[config.mk]
export PLATFORM = sky130hd
export DESIGN_NAME = tsi_cell
export DESIGN_NICKNAME = d
export VERILOG_FILES = /design/src/hdl/tsi_pkg.sv /design/src/hdl/tsi_cell.sv
export SDC_FILE = /design/constraint.sdc
export NUM_CORES = 1
export LEC_CHECK = 0
export CAP_MARGIN = 20
export CORE_AREA = 2 2 75 77
export DETAILED_ROUTE_END_ITERATION = 6
export DIE_AREA = 0 0 77 79
export DONT_BUFFER_PORTS = 1
export PLACE_DENSITY = 0.77
export SLEW_MARGIN = 5
export SYNTH_ARGS = -nofsm -noshare
export SYNTH_HDL_FRONTEND = slang
export SYNTH_SLANG_ARGS = --single-unit
[constraint.sdc]
create_clock -name i_clk -period 8.3 [get_ports i_clk]
set_clock_uncertainty 0.1 [all_clocks]
set_input_delay 1.66 -clock i_clk [delete_from_list [all_inputs] [get_ports i_clk]]
set_output_delay 1.66 -clock i_clk [all_outputs]
set_load 0.05 [all_outputs]
[src/hdl/tsi_pkg.sv]
`timescale 1ns / 1ps
// Shared constants, types and codes of the timestamped sample interpolator.
package tsi_pkg;

    localparam int HISTORY_DEPTH = 64;
    localparam int IDX_W         = $clog2(HISTORY_DEPTH);
    localparam int CNT_W         = $clog2(HISTORY_DEPTH + 1);
    localparam int TIME_W        = 32;
    localparam int VAL_W         = 32;

    typedef struct packed {
        logic [TIME_W-1:0]        stamp;
        logic signed [VAL_W-1:0]  value;
    } t_sample;

    typedef struct packed {
        logic shift;
        logic load;
    } t_cell_ctl;

    typedef enum logic [2:0] {
        CMD_APPEND     = 3'd0,
        CMD_INTERP     = 3'd1,
        CMD_FIND_FIRST = 3'd2,
        CMD_FIND_LAST  = 3'd3,
        CMD_TRUNCATE   = 3'd4
    } t_cmd;

    typedef enum logic [1:0] {
        ST_OK        = 2'd0,
        ST_EMPTY     = 2'd1,
        ST_NOT_FOUND = 2'd2,
        ST_CLEARED   = 2'd3
    } t_status;

    typedef enum logic [1:0] {
        S_IDLE,
        S_SCAN,
        S_DECIDE,
        S_BLEND
    } t_state;

    typedef enum logic [1:0] {
        B_IDLE,
        B_MUL,
        B_DIV,
        B_FIN
    } t_blend_state;

endpackage

[src/hdl/tsi_cell.sv]
`timescale 1ns / 1ps
// One history cell: holds a sample, loads a new one or takes its neighbor's.
module tsi_cell (
    input  logic               i_clk,
    input  tsi_pkg::t_cell_ctl i_ctl,
    input  tsi_pkg::t_sample   i_neighbor,
    input  tsi_pkg::t_sample   i_load_data,
    output tsi_pkg::t_sample   o_sample
);
    import tsi_pkg::*;

    t_sample r_sample;

    always_ff @(posedge i_clk) begin
        if (i_ctl.load) begin
            r_sample <= i_load_data;
        end else if (i_ctl.shift) begin
            r_sample <= i_neighbor;
        end
    end

    assign o_sample = r_sample;

endmodule

## Word-level counts from Yosys, hierarchy flattened

Cells that the tools add are included.

- Bits in registers: 64
- Input bits: 131
- Logic and storage cells: 5

- Multiplexer cells: 2
- Reductions and logical operators: 1

Operators with widths:

| cell | number |
|---|---|
| 64-bit 2-to-1 mux | 2 |
| 2-bit nonzero test | 1 |

## Depth between registers and ports, before layout

Gate-level depths: netlist of the first run.

- Depth after elaboration: 2
- Gate-level depth with buffers: 3
- Depth with buffers taken out: 1

## Worst setup path after synthesis of the first run

No wires, ideal clock.

- Path type: input to register
- From: input i_ctl[0] (netlist name)
- To: register r_sample (netlist bit o_sample[0]) (enable)
- Setup time: 426 ps
- Data arrival time: 3409 ps
- Data required time: 7774 ps
- Path slack: 4366 ps
- Cell stages on the path: 3
- Buffers on the path: 2
- Cell sequence: buf_6 buf_6 or2_1

- Cells in the longest elaborated chain, start to end: 1

RTL lines:

| element | RTL line | source |
|---|---|---|
| start: declaration | tsi_cell.sv:5 | `input tsi_pkg::t_cell_ctl i_ctl,` |
| 2-bit nonzero test (no line) | -- |  |
| end signal: assignment | tsi_cell.sv:16 | `r_sample <= i_load_data;` |
| end signal: assignment | tsi_cell.sv:18 | `r_sample <= i_neighbor;` |
| end: declaration | tsi_cell.sv:12 | `t_sample r_sample;` |

Every way passes these cells.
A chain may end at the register's enable or synchronous reset.

## Final worst setup path of the first run

- From: input i_ctl[0] (netlist name)
- To: register r_sample (netlist bit o_sample[16]) (enable)

Same word-level chain as after synthesis.

==> summary.md, run 1 <==
| Metric | Value |
|---|---|
| CP bufs+invs | 1 |
| Final TNS setup | 0 ns |
| FP Rows | 27 |
| Hold Path Class | input port to flop |
| Worst EP required | 8.18 ns |
| Largest net degree at the start of global routing | 66 |
| WL/cell | 23.86 µm |
| TritonCTS clock tree | yes |
| Worst vdd ir | 0.0001272 V |
| Ant diodes | 0 |
| Post-synthesis sequential area ratio | 0.6615 |
| Max Cap Viol | 0 |
| Setup crit end kind | flop |
| Clock share of power | 0.315 |
| Overall power | 0.0008570 W |
| Outcome | completed |
| Post-CTS sizing | 0 |
| CTS clock-pin slew for the worst setup and hold paths | 0.07 ns |
| RSZ-0062 raised after global routing | no |
| Routed WL | 5177 µm |
| Met1 Use GR | 0.1533 |
| Int Power | 0.0005997 W |
| Fin. max-slew vios | 0 |
| Area contributors post-synth | edfxtp_1 (66%), mux2_4 (25%), mux2_2 (5.8%) |
| Largest register FFs | 64 |
| Crit-path cells | or2_2, buf_4 |
| Share of cells above drive strength 1 | 0.5379 |
| Slowest CP cell | or2_2 |
| Slew margin rel. | 0.5308 |
| GRT met3 Usage | 0.08182 |
| GR Overflow Total | 0 |
| Via density | 5.811 |
| Num CTS Buffers | 9 |
| Max Freq | 345.5 MHz |
| Yosys reg bits | 64 |
| Worst Setup Slack post-DPL | 5.059 ns |
| Mean Syn Cell Area | 21.36 µm² |
| Nets | 272 |
| Fin crit period | 2.894 ns |
| H-tree depth | 3 |
| Syn_nets | 267 |
| Mapped cell area | 2905 µm² |
| Final worst-path cycle share | 0.3487 |
| DR vias | 1,261 |
| GR Util met2 | 0.2930 |
| Post-CTS setup buffer count | 0 |
| Crit-path max FO | 65 |
| Final setup fails | 0 |
| # IOs | 195 |
| Post-CTS Hold Fix Bufs | 0 |
| Port buffer count | 0 |
| Synth cell types | 6 |
| Chip Height | 79 µm |
| Global-route wire length before repair | 7182 µm |
| DRC viols | 0 |
| Core ar. | 5338 µm² |
| Clock root buffer | clkbuf_8 |
| Logic pwr share | 0.054 |
| WP data arrival | 2.77 ns |
| Critical Path Source Type | input port |
| Tightest Pin Transition | 0.7039 ns |
| Vias in the first global route | 1,328 |
| Yosys top cell area share | 0.6615 |
| Switching power | 0.0002573 W |
| Longest Clk Path Bufs | 2 |
| Most used routing layer | met2 |
| GRT Resource Usage Total | 0.1645 |
| Sw Ratio | 0.3002 |
| Synth-to-Final Area Change | 7.752% |
| P_leak | 1.221 nW |
| Syn. warnings | 0 |
| CP peak stage delay | 0.56 ns |
| Initial DRC count | 69 |
| Power per cell area | 273.8 nW/µm² |
| Synth Instances | 136 |
| Area leader, netlist | edfxtp_1 |
| Initial Util | 0.5443 |
| Crit path max-delay family | simple AND/OR/NAND/NOR gates |
| Final Hold Viols | 0 |
| Post-route ant nets | 0 |
| DIE AREA | 6083 µm² |
| Worst setup margin | 5.406 ns |
| Initial antenna violation count | 0 |
| Flop pwr share | 0.631 |
| First-pass iteration count of the detailed router | 4 |
| Clock net sink count | 64 |
| Die W | 77 µm |
| Placer congestion estimate | 0.6813 |
| Setup CP Type | input port to flop |
==> cell type report <==
type | instances | area [µm²]
timing repair buffer | 1 | 7.507
fill | 415 | 2207
sequential | 64 | 1922
clock buffer | 10 | 127.6
tap | 72 | 90.09
multi-input combinational | 65 | 910.9
clock inverter | 5 | 72.57
==> stage by stage <==
| step | utilization | instance area, µm² | hold WS (ns) | instances |
|---|---|---|---|---|
| finish | 0.5865 | 3131 | 1.449 | 217 |
| global route | 0.5865 | 3131 | 1.427 | 217 |
| CTS | 0.5865 | 3131 | 1.430 | 217 |
| detailed placement | 0.5490 | 2930 | 1.780 | 202 |
| global placement | 0.5490 | 2930 | 1.778 | 202 |
| floorplan | - | 2905 | 1.777 | 136 |
==> synth_stat cells <==
cell type  number
buf_2           1
buf_6           6
or2_1           1
mux2_2         15
mux2_4         49
edfxtp_1       64
==> placed cells by master, fill, tap and decap left out <==
cell	count
edfxtp_1	64
mux2_4	49
mux2_2	15
clkbuf_8	9
clkinv_1	2
bufinv_16	2
or2_2	1
clkbuf_1	1
clkinv_2	1
buf_4	1
==> power by group through the flow <==
stage	Clock (W)	Sequential [W]	Combinational [W]
2_1_floorplan	0	0.000541	0.0000504
3_3_place_gp	0	0.000547	0.0000448
3_5_place_dp	0	0.000548	0.0000475
4_1_cts	0.000278	0.000542	0.0000475
5_1_grt	0.000294	0.000543	0.0000494
6_report	0.000270	0.000541	0.0000463
==> metal layers <==
layer  vias up  part of all wire
li1        543                 -
met2       124              0.53
met1       584              0.32
met4         0             0.019
met5         -                 0
met3        10              0.13
==> final timing paths <==
path | startpoint | end | cells past startpoint
setup / recovery | i_ctl[0] | o_sample[16]$_DFFE_PP_ | 2
hold / removal | i_load_data[51] | o_sample[51]$_DFFE_PP_ | 1
==> kinds of logic after synthesis <==
family                 after synthesis  synth area share
and+or+nand+nor                      1          0.002155
buffers and inverters                7           0.02498
DFF                                 64            0.6615
muxes                               64            0.3114
Power figures use the tool's default switching activity.
==> run 2: changes to the inputs <==
--- a/config.mk
+++ b/config.mk
@@ -5,12 +5,13 @@
 export SDC_FILE = /design/constraint.sdc
 export NUM_CORES = 1
 export LEC_CHECK = 0
+export ABC_AREA = 1
 export CAP_MARGIN = 20
 export CORE_AREA = 2 2 75 77
 export DETAILED_ROUTE_END_ITERATION = 6
 export DIE_AREA = 0 0 77 79
 export DONT_BUFFER_PORTS = 1
-export PLACE_DENSITY = 0.77
+export PLACE_DENSITY = 0.74
 export SLEW_MARGIN = 5
 export SYNTH_ARGS = -nofsm -noshare
 export SYNTH_HDL_FRONTEND = slang
==> constraint.sdc (replaced) <==
create_clock -name i_clk -period 2.8 [get_ports i_clk]
set_clock_uncertainty 0.1 [all_clocks]
set_input_delay 0.56 -clock i_clk [delete_from_list [all_inputs] [get_ports i_clk]]
set_output_delay 0.56 -clock i_clk [all_outputs]
set_load 0.05 [all_outputs]
==> summary.md, run 2 <==
| Metric | Value |
|---|---|
| Yosys reg bits | 64 |
| GR Overflow Total | 0 |
| Area leader, netlist | edfxtp_1 |
| Setup CP Type | flop to primary output |
| First-pass iteration count of the detailed router | 4 |
| Initial antenna violation count | 0 |
| Wire length on met2 | 2865 µm |
| Largest register FFs | 64 |
| WP data arrival | 0.98 ns |
| Top-count cell post-synth | nand2_1 |
| Placer congestion estimate | 0.7137 |
| Post-Route M1 WL | 2050 µm |
| Synth Area in XOR/XNOR | 0 |
| Critical Path Source Type | flop |
| Hpwl dp | 3942 µm |
| Outcome | completed |
| Setup crit end kind | primary output |
| Tightest Pin Transition | 0.7980 ns |
| Post-synthesis sequential area ratio | 0.6975 |
| Longest Clk Path Bufs | 2 |
| DR vias | 1,788 |
| Synth Area in Compound Gates | 0 |
| Worst EP required | 2.14 ns |
| Routed met3 length | 624 µm |
| Fin. max-slew vios | 0 |
| Post-CTS setup buffer count | 0 |
| Chip Height | 79 µm |
| TritonCTS clock tree | yes |
| Clock net sink count | 64 |
| Fillers | 474 |
| Core ar. | 5338 µm² |
| Dpl cells | 333 |
| P_leak | 1.320 nW |
| GRT Resource Usage Total | 0.1864 |
| Post-CTS sizing | 0 |
| Global-route wire length before repair | 8418 µm |
| RSZ-0062 raised after global routing | no |
| DIE AREA | 6083 µm² |
| Largest net degree at the start of global routing | 67 |
| Non-filler cells, final | 348 |
| Die W | 77 µm |
| Max Freq | 609.7 MHz |
| CTS clock-pin slew for the worst setup and hold paths | 0.07 ns |
| Ant diodes | 0 |
| Via density | 5.138 |
| Final Hold Viols | 0 |
| Worst setup margin | 1.160 ns |
| # IOs | 195 |
| Final setup fails | 0 |
| Yosys top cell area share | 0.6975 |
| DRC viols | 0 |
| Synth Instances | 271 |
| H-tree depth | 3 |
| Most common cell after layout, fill and taps aside | nand2_1 |
| Post-CTS Hold Fix Bufs | 0 |
| Initial DRC count | 103 |
| Syn_nets | 402 |
| Mapped cell area | 2755 µm² |
| Routed WL | 5684 µm |
| Post-synth EDFFs | 64 |
| Mean Syn Cell Area | 10.17 µm² |
| Largest family of logic cells by synthesized area | simple AND/OR/NAND/NOR gates |
| Share of cells above drive strength 1 | 0.06159 |
| Post-route ant nets | 0 |
| Final TNS setup | 0 ns |
| Nets | 403 |
| Syn. warnings | 0 |
| Mux share of post-synthesis cell area | 0 |
| Max Cap Viol | 0 |
| Most frequent cells in the layout | nand2_1 (192), edfxtp_1 (64), clkbuf_8 (9) |
| Asr flop ratio synth | 0 |
| Clock root buffer | clkbuf_8 |
| Area contributors post-synth | edfxtp_1 (70%), nand2_1 (26%), buf_6 (2.5%) |
| Worst Setup Slack post-DPL | 1.025 ns |
| Synth cell types | 6 |
| Hold Path Class | input port to flop |
| WL/cell | 16.33 µm |
| Slew margin rel. | 0.4680 |
| Fin crit period | 1.640 ns |
| Worst vdd ir | 0.0003688 V |
| FP Rows | 27 |
| Port buffer count | 0 |
| Post-Synth Simple-Gate Area | 0.2639 |
| Crit-path max FO | 1 |
| Final worst-path cycle share | 0.5857 |
| Prevailing post-synth register cell | edfxtp_1 |
| Power per cell area | 800.5 nW/µm² |
| Synth-to-Final Area Change | 5.904% |
| Num CTS Buffers | 9 |
| Highest Signal Layer | met4 |
| Initial Util | 0.5162 |
| Adder-Cell Fraction of Synth Area | 0 |
| Post-synth top cells | nand2_1 (192), edfxtp_1 (64), buf_2 (7) |
| Vias in the first global route | 1,668 |
[run 2: final cells by class]
cell class | instances | area (µm²) | area share
sequential | 64 | 1922 | 0.6587
clock inverter | 5 | 25.02 | 0.008576
timing repair buffer | 3 | 22.52 | 0.007719
clock buffer | 10 | 127.6 | 0.04374
tap | 72 | 90.09 | 0.03087
inverter | 1 | 3.754 | 0.001286
multi-input combinational | 193 | 726.9 | 0.2491
[run 2: metal layers]
| layer | vias up | GRT usage |
|---|---|---|
| li1 | 868 | - |
| met1 | 784 | 0.1944 |
| met2 | 121 | 0.3132 |
| met3 | 15 | 0.08523 |
| met4 | 0 | 0.1054 |
| met5 | - | 0 |
[run 2: path summary, 6_finish.rpt]
path | from | to | slack (ns) | cells after the start
hold / removal | i_neighbor[11] | o_sample[11]$_DFFE_PP_ | 0.32 | 2
setup / recovery | o_sample[63]$_DFFE_PP_ | o_sample[63] | 1.16 | 0
[run 2: cell families after synthesis]
kind of cell / Yosys count
AND/OR/NAND/NOR: 193
flip-flops: 64
buffers and inverters: 14
[run 2: where the power goes]
group / switching [W] / leakage (nW) / internal (W) / total [W]
clock: 0.000315 / 0.0770 / 0.000307 / 0.000622
combinational: 0.0000720 / 0.584 / 0.0000371 / 0.000109
sequential: 0.000415 / 0.659 / 0.00119 / 0.00160
total: 0.000802 / 1.32 / 0.00153 / 0.00234
[run 2: stage by stage]
step / utilization / cell area [µm²] / hold WS [ns] / power [W]
floorplan: - / 2755 / 0.6386 / 0.001709
global placement: 0.5181 / 2765 / 0.6414 / 0.001728
detailed placement: 0.5181 / 2765 / 0.6437 / 0.001736
CTS: 0.5466 / 2918 / 0.2951 / 0.002363
global route: 0.5466 / 2918 / 0.3058 / 0.002428
finish: 0.5466 / 2918 / 0.3161 / 0.002336
