### src/hdl/tsi_pkg.sv
`timescale 1ns / 1ps
// Shared constants, types and codes of the timestamped sample interpolator.
package tsi_pkg;

    localparam int HISTORY_DEPTH = 64;
    localparam int IDX_W         = $clog2(HISTORY_DEPTH);
    localparam int CNT_W         = $clog2(HISTORY_DEPTH + 1);
    localparam int TIME_W        = 32;
    localparam int VAL_W         = 32;

    typedef struct packed {
        logic [TIME_W-1:0]        stamp;
        logic signed [VAL_W-1:0]  value;
    } t_sample;

    typedef struct packed {
        logic shift;
        logic load;
    } t_cell_ctl;

    typedef enum logic [2:0] {
        CMD_APPEND     = 3'd0,
        CMD_INTERP     = 3'd1,
        CMD_FIND_FIRST = 3'd2,
        CMD_FIND_LAST  = 3'd3,
        CMD_TRUNCATE   = 3'd4
    } t_cmd;

    typedef enum logic [1:0] {
        ST_OK        = 2'd0,
        ST_EMPTY     = 2'd1,
        ST_NOT_FOUND = 2'd2,
        ST_CLEARED   = 2'd3
    } t_status;

    typedef enum logic [1:0] {
        S_IDLE,
        S_SCAN,
        S_DECIDE,
        S_BLEND
    } t_state;

    typedef enum logic [1:0] {
        B_IDLE,
        B_MUL,
        B_DIV,
        B_FIN
    } t_blend_state;

endpackage

### src/hdl/tsi_blend.sv
`timescale 1ns / 1ps
// Serial blend unit: v1 + a*(v2-v1)/(a+b), shift-add multiply then restoring divide.
module tsi_blend (
    input  logic                        i_clk,
    input  logic                        i_rst_n,
    input  logic                        i_go,
    input  logic signed [tsi_pkg::VAL_W-1:0]  i_v1,
    input  logic signed [tsi_pkg::VAL_W-1:0]  i_v2,
    input  logic        [tsi_pkg::TIME_W-1:0] i_a,
    input  logic        [tsi_pkg::TIME_W-1:0] i_b,
    output logic                        o_done,
    output logic signed [tsi_pkg::VAL_W-1:0]  o_result
);
    import tsi_pkg::*;

    localparam int MAG_W  = VAL_W + 1;
    localparam int DEN_W  = TIME_W + 1;
    localparam int PROD_W = TIME_W + MAG_W;
    localparam int BASE_W = VAL_W + 3;

    t_blend_state              r_st;
    logic [6:0]                r_step;
    logic [TIME_W-1:0]         r_a;
    logic [MAG_W-1:0]          r_mag;
    logic                      r_neg;
    logic signed [VAL_W-1:0]   r_v1;
    logic [DEN_W-1:0]          r_den;
    logic [PROD_W-1:0]         r_acc;
    logic [DEN_W-1:0]          r_rem;
    logic                      r_done;
    logic signed [VAL_W-1:0]   r_result;

    logic signed [MAG_W-1:0]   diff;
    logic [DEN_W:0]            trial;
    logic                      qbit;
    logic signed [BASE_W-1:0]  v1_ext;
    logic signed [BASE_W-1:0]  q_ext;
    logic signed [BASE_W-1:0]  base;
    logic signed [BASE_W-1:0]  fixed;

    always_comb begin
        diff   = MAG_W'(i_v2) - MAG_W'(i_v1);
        trial  = {r_rem, r_acc[PROD_W-1]};
        qbit   = (trial >= {1'b0, r_den});
        v1_ext = BASE_W'(r_v1);
        q_ext  = $signed({{(BASE_W-MAG_W){1'b0}}, r_acc[MAG_W-1:0]});
        base   = r_neg ? (v1_ext - q_ext) : (v1_ext + q_ext);
        fixed  = base;
        // truncate toward zero when the sum crosses zero with a remainder
        if (r_rem != '0) begin
            if (!r_neg && base[BASE_W-1]) begin
                fixed = base + BASE_W'(1);
            end else if (r_neg && !base[BASE_W-1] && base != '0) begin
                fixed = base - BASE_W'(1);
            end
        end
    end

    always_ff @(posedge i_clk) begin
        if (!i_rst_n) begin
            r_st   <= B_IDLE;
            r_step <= '0;
            r_done <= 1'b0;
        end else begin
            r_done <= 1'b0;
            case (r_st)
                B_IDLE: begin
                    if (i_go) begin
                        r_a    <= i_a;
                        r_v1   <= i_v1;
                        r_neg  <= diff[MAG_W-1];
                        r_mag  <= diff[MAG_W-1] ? MAG_W'(-diff) : MAG_W'(diff);
                        r_den  <= DEN_W'(i_a) + DEN_W'(i_b);
                        r_acc  <= '0;
                        r_step <= '0;
                        r_st   <= B_MUL;
                    end
                end
                B_MUL: begin
                    r_acc  <= {r_acc[PROD_W-2:0], 1'b0}
                              + (r_mag[MAG_W-1] ? PROD_W'(r_a) : '0);
                    r_mag  <= {r_mag[MAG_W-2:0], 1'b0};
                    r_step <= r_step + 7'd1;
                    if (r_step == 7'(MAG_W - 1)) begin
                        r_step <= '0;
                        r_rem  <= '0;
                        r_st   <= B_DIV;
                    end
                end
                B_DIV: begin
                    r_rem  <= qbit ? DEN_W'(trial - {1'b0, r_den}) : trial[DEN_W-1:0];
                    r_acc  <= {r_acc[PROD_W-2:0], qbit};
                    r_step <= r_step + 7'd1;
                    if (r_step == 7'(PROD_W - 1)) begin
                        r_st <= B_FIN;
                    end
                end
                B_FIN: begin
                    r_result <= fixed[VAL_W-1:0];
                    r_done   <= 1'b1;
                    r_st     <= B_IDLE;
                end
                default: begin
                    r_st <= B_IDLE;
                end
            endcase
        end
    end

    assign o_done   = r_done;
    assign o_result = r_result;

endmodule

### config.mk
export PLATFORM = sky130hd
export DESIGN_NAME = tsi_blend
export DESIGN_NICKNAME = d
export VERILOG_FILES = /design/src/hdl/tsi_pkg.sv /design/src/hdl/tsi_blend.sv
export SDC_FILE = /design/constraint.sdc
export NUM_CORES = 1
export LEC_CHECK = 0
export BUFFER_PORTS_ARGS = -buffer_cell sky130_fd_sc_hd__buf_2
export CAP_MARGIN = 10
export CORE_MARGIN = 2
export CORE_UTILIZATION = 45
export CTS_CLUSTER_SIZE = 14
export DETAILED_ROUTE_END_ITERATION = 10
export PLACE_DENSITY = 0.69
export RECOVER_POWER = 100
export SYNTH_ARGS = -nofsm -noshare
export SYNTH_HDL_FRONTEND = slang
export SYNTH_SLANG_ARGS = --single-unit
### constraint.sdc
create_clock -name i_clk -period 13.3 [get_ports i_clk]
set_clock_uncertainty 0.1 [all_clocks]
set_input_delay 1.995 -clock i_clk [delete_from_list [all_inputs] [get_ports i_clk]]
set_output_delay 1.995 -clock i_clk [all_outputs]
set_load 0.1 [all_outputs]
---- Word level (Yosys, flattened, before mapping) ----
Cells that the tools add are included.
operators by class
  $add $sub $neg .......................... 10
  $lt $le $gt $ge ......................... 1
  equality and inequality tests ........... 8
  multiplexer cells ....................... 21
  reduce and logical (&&, ||, !) cells .... 18
operators with widths
  operator               number
  $pmux 65 s3            1
  $mux 33                4
  $pmux 33 s2            2
  $mux 32                4
  $add 65x32->65         1
  $mux 65                1
  $add 32x34->35         1
  $mux 35                1
  $reduce_bool 35->1     1
  $sub 32x34->35         1
  $ge 34x33->1           1
  $add 32x32->33         1
  $neg 33->33            1
  $reduce_bool 33->1     1
  $sub 32x32->33         1
  $sub 33x33->33         1
  $add 32x2->32 const B  1
  $sub 32x2->32 const B  1
  $pmux 7 s3             1
  $reduce_and 3->1       5
  $mux 7                 2
  $pmux 2 s4             1
  $add 7x1->7 const B    1
  $eq 7x6->1 const B     1
  other kinds (12)       22
word-level totals
  register bits after elaboration ......... 271
  output and inout bits ................... 33

---- Longest topological paths before layout ----
  depth in word-level cells ............... 8
  mapped depth ............................ 25
  mapped depth without buffers ............ 23

---- Worst setup path after synthesis ----
OpenSTA, ideal clock, no wires.
  path kind ............................... in2reg
  from .................................... in i_v2[0] (netlist name)
  to ...................................... reg r_mag[31], data pin
  setup time .............................. 0.260 ns
  arrival time ............................ 5.355 ns
  setup slack ............................. 7.585 ns
  cell stages on the path ................. 16
  cells stage by stage .................... inv_1 -> ha_1 -> inv_1 -> fa_1 -> a21o_1 -> a21o_1 -> a21o_1 -> and2_1 -> o311ai_1 -> o311a_1 -> o211ai_1 -> nor4_1 -> nand4_1 -> o41ai_2 -> xnor2_1 -> mux2_2
between the ends
  word-level cells in the longest chain between the ends .. 5
ends and longest elaborated chain
  what                  line             source
  from (decl)           tsi_blend.sv:8   input logic signed [tsi_pkg::VAL_W-1:0] i_v2,
  $sub 32x32->33 (*)    tsi_blend.sv:42  diff = MAG_W'(i_v2) - MAG_W'(i_v1);
  $neg 33->33           tsi_blend.sv:72  r_mag <= diff[MAG_W-1] ? MAG_W'(-diff) : MAG_W'(diff);
  $mux 33 (*)           tsi_blend.sv:72
  $mux 33 (*)           tsi_blend.sv:68  if (i_go) begin
  $pmux 33 s2 (*)       tsi_blend.sv:66  case (r_st)
  to (signal assigned)  tsi_blend.sv:72
  to (signal assigned)  tsi_blend.sv:82  r_mag <= {r_mag[MAG_W-2:0], 1'b0};
  to (decl)             tsi_blend.sv:24  logic [MAG_W-1:0] r_mag;
Every way passes the cells marked *; elsewhere a longest branch is shown, timed or not. The select of a mux whose other input is x is not followed.
A chain may end at the register's enable or synchronous reset.

---- Worst setup path in the final report ----
  from .................................... reg r_acc[2]
  to ...................................... reg r_result[16], in the netlist o_result[16], data pin
between the ends
  word-level cells in the longest chain between the ends .. 8
  elaborated cells between the ends (all ways) .. 13
ends and longest elaborated chain
  what                                                   line             source
  from (decl)                                            tsi_blend.sv:28  logic [PROD_W-1:0] r_acc;
  from (signal assigned)                                 tsi_blend.sv:80  r_acc <= {r_acc[PROD_W-2:0], 1'b0}
  from (signal assigned)                                 tsi_blend.sv:92  r_acc <= {r_acc[PROD_W-2:0], qbit};
  $add 32x34->35 or $sub 32x34->35 (tied branches)       tsi_blend.sv:47  base = r_neg ? (v1_ext - q_ext) : (v1_ext + q_ext);
  $mux 35 (*)                                            tsi_blend.sv:47
  branches (longest 5 deep; another with $sub 32x2->32)  -
  $mux 32 (*)                                            tsi_blend.sv:50  if (r_rem != '0) begin
  net fixed[16]                                          tsi_blend.sv:39  logic signed [BASE_W-1:0] fixed;
  to (signal assigned)                                   tsi_blend.sv:99  r_result <= fixed[VAL_W-1:0];
  to (decl)                                              tsi_blend.sv:31  logic signed [VAL_W-1:0] r_result;
Mark *: on every way through the listed nets, which the timed path passes.

==> impl_metrics.toml <==
[outcome]
outcome = "complete, but fails checks"
violations = "max-capacitance violations, max-slew violations"

[synth]
syn_area_per_cell_sq_um = 9.18
synth_top_family_by_area = "compound AO/OA/AOI/OAI gates"
yosysMostFrequentCell = "edfxtp_1"
ys_types = 107
synth_xor_area_share_pct = 8.79
synth.top_cell.area_share_pct = 34.8
dominantRegCellSynth = "edfxtp_1"
synth_compound_area_share_pct = 19.6
async_flop_share_pct = 0
synth.ff_latch_count = 271
seq_area_frac_synth_pct = 35.7
synth_cells = 2453
yosys.area_share.simple_pct = 19.2
synth_edf_count = 261
yosysWarnings = 0
synth_mux_area_share_pct = 2.90
synthAdderAreaFrac_pct = 10.1
netlist_area_sq_um = 22500
synth_area_leader_cell = "edfxtp_1"
synthTopCellsByCount = "261 x edfxtp_1, 208 x nor2_1, 176 x a21oi_1"
synth.area.top_cells = "edfxtp_1 35%, ha_1 9.6%, xnor2_1 5.8%, a21oi_1 3.9%, nor2_1 3.5%"
synthesis.nets = 2762

[clocking]
clk_latency_ns = 0.60
cts_made_buffers = 31
clkTransAtPathRegs_ns = 0.06
cts_root_buffer = "clkbuf_16"
cts_tree = "done"
h-tree-depth = 1
cts_setup_buffers = 0
cts_max_path_buffers = 3
ctsResizeCount = 0
clkSinkCount = 271
cts.hold.buffers_added = 0

[route]
first_pass_iters = 5
ant_nets = 0
drc = 0
num_vias = 19200
drt_iter0_markers = 1599
wire_per_inst_um = 18.4
via_per_inst = 5.87
routed_wl_mm = 60.1

[floorplan]
core-area_sq_um = 49200
die-area_sq_um = 51800
rows = 81
die_w_um = 228
die_h_um = 228
io_pins = 164
start_util_pct = 45.8

[final_layout]
stdcell_count = 3277
fin_area_sq_um = 24800
fin_nets = 2897
areaGrowthSynthToFinish_pct = 10.2
final_layout_size_suffix_gt1_share_pct = 7.04

[power]
pwr-share-clk_pct = 20.2
sw_frac_of_total_pct = 42.5
seqPwrFrac_pct = 29.6
power_leakage_nw = 9.71
irDropWorstVdd_mv = 0.138
p_per_area_nw_per_um2 = 179
pwr-share-comb_pct = 50.2
total_power_mw = 4.44
p_int_mw = 2.55
p_sw_mw = 1.88

[global_route]
grt_start_max_net_pins = 66
grtUsageTotal_pct = 22.8
grt_pass1_vias = 18100
grt_overflow = 0
grt_pass1_wl_mm = 95.1
antenna_found_initial = 2

[placed_design]
numPortBuffers = 163
hpwlAfterDp_mm = 46.4
gp_congestion = 0.909
dpl.cell_count = 3219
placed_area_sq_um = 24000

[timing]
rsz0062_at_grt = "no"
setup_viol = 0
finalCriticalPeriod_ns = 7.74
post-route-period-util_pct = 58.2
hold_slack_ns = 0.435
relSlewSlack_pct = -203
hold_viol = 0
fmax_ghz = 0.129
tns_ns = 0
drv_slew = 339
max_slew.worst_pin.slew_ns = 4.51

[flow_run]
maxCapViolCount = 8

[worst_setup_path]
crit_arrival_ns = 7.95
crit_required_ns = 13.51
worst-path-max-fanout = 24
worst_setup_path_start_kind = "register"
path_class = "reg2reg"
critPathCaptureType = "register"

[min_path]
hp-class = "reg2reg"
[per-layer routing]
metal / up-vias / track usage (%) / part of all wire (%)
met5: - / 0 / 0.022
met4: 2 / 7.84 / 3.7
met3: 122 / 2.52 / 5.2
met2: 569 / 37.1 / 45
met1: 9119 / 31.6 / 46
li1: 9409 / - / -
[critical path: stages, from the launching register on]
cell and delay (ns):
edfxtp_1 0.47, nor3_1 0.32, nand2b_1 0.13, nor4_1 0.43, and2_0 0.33, nand2_1 0.08
nor2_1 0.20, nand2_1 0.09, nor2_1 0.21, a21oi_1 0.12, xnor2_1 0.17, ha_1 0.37
a21oi_1 0.35, a2bb2oi_1 0.26, nand2b_1 0.12, or3_1 0.34, or3_1 0.30, o311ai_0 0.19
o2111ai_1 0.24, nor4_1 0.58, nand4b_4 0.17, a21oi_1 1.45, nor3_1 0.18, xor2_1 0.24
[cells in the final DEF (no fill, tap or decap), types with 39 or more instances in the layout]
master and n:
inv_1 137, buf_2 65, xnor2_1 150, clkbuf_1 112, xor2_1 76, nand2_1 162
a21o_1 76, o21ai_0 135, and2_1 52, nand3_1 65, and3_1 39, a21oi_1 177
nor3_1 64, edfxtp_1 261, ha_1 173, nor2_1 208
[layout make-up]
cell class	instances	area, sq um
antenna	1	2.50
clock buffer	37	798
clock inverter	20	255
fill	4485	24300
inverter	139	522
multi-input combinational	1968	13600
sequential	271	8040
tap	664	831
timing repair buffer	177	768
[per-stage QoR]
stage / worst slack (ns) / utilization, %
final: 5.56 / 50.5
after global routing: 4.92 / 50.5
after CTS: 6.68 / 50.9
after detailed placement: 6.75 / 48.8
after global placement: 7.04 / 48.8
after floorplan: 7.59 / -
[state kept, by name (all words and copies together) (netlist names)]
| name | cells |
|---|---|
| o_result | 32 |
| r_a | 32 |
| r_mag | 33 |
| r_rem | 33 |
| r_step | 7 |
| r_den | 33 |
| r_acc | 65 |
| r_st | 2 |
| r_neg | 1 |
| o_done | 1 |
| r_v1 | 32 |
[worst paths after layout]
check	end	start	depth (start not counted)	slack [ns]
setup / recovery	o_result[16]$_DFFE_PP_	r_acc[2]$_DFFE_PP_	23	5.56
hold / removal	r_mag[32]$_DFFE_PP_	r_mag[31]$_DFFE_PP_	2	0.43
setup reg to reg	o_result[16]$_DFFE_PP_	r_acc[2]$_DFFE_PP_	23	5.56
hold reg to reg	r_mag[32]$_DFFE_PP_	r_mag[31]$_DFFE_PP_	2	0.43
[cell families (layout without fill, tap and decap cells)]
| group | after synthesis | after routing |
|---|---|---|
| muxes | 62 | 62 |
| other | 0 | 1 |
| and+or+nand+nor | 834 | 834 |
| DFF | 271 | 271 |
| AOI/OAI and AO/OA | 668 | 668 |
| xor gates and xnor gates | 226 | 226 |
| adders and majority gates | 178 | 178 |
| buffers and inverters | 214 | 373 |
[power by group through the flow]
| stage | registers, mW | logic, mW | clock network [mW] |
|---|---|---|---|
| CTS | 1.30 | 2.22 | 0.908 |
| global placement | 1.31 | 2.17 | 0 |
| global route | 1.33 | 2.46 | 0.941 |
| floorplan | 1.31 | 1.67 | 0 |
| detailed placement | 1.31 | 2.21 | 0 |
| finish | 1.31 | 2.23 | 0.896 |
Note: power is estimated with default switching activity, not from simulation.
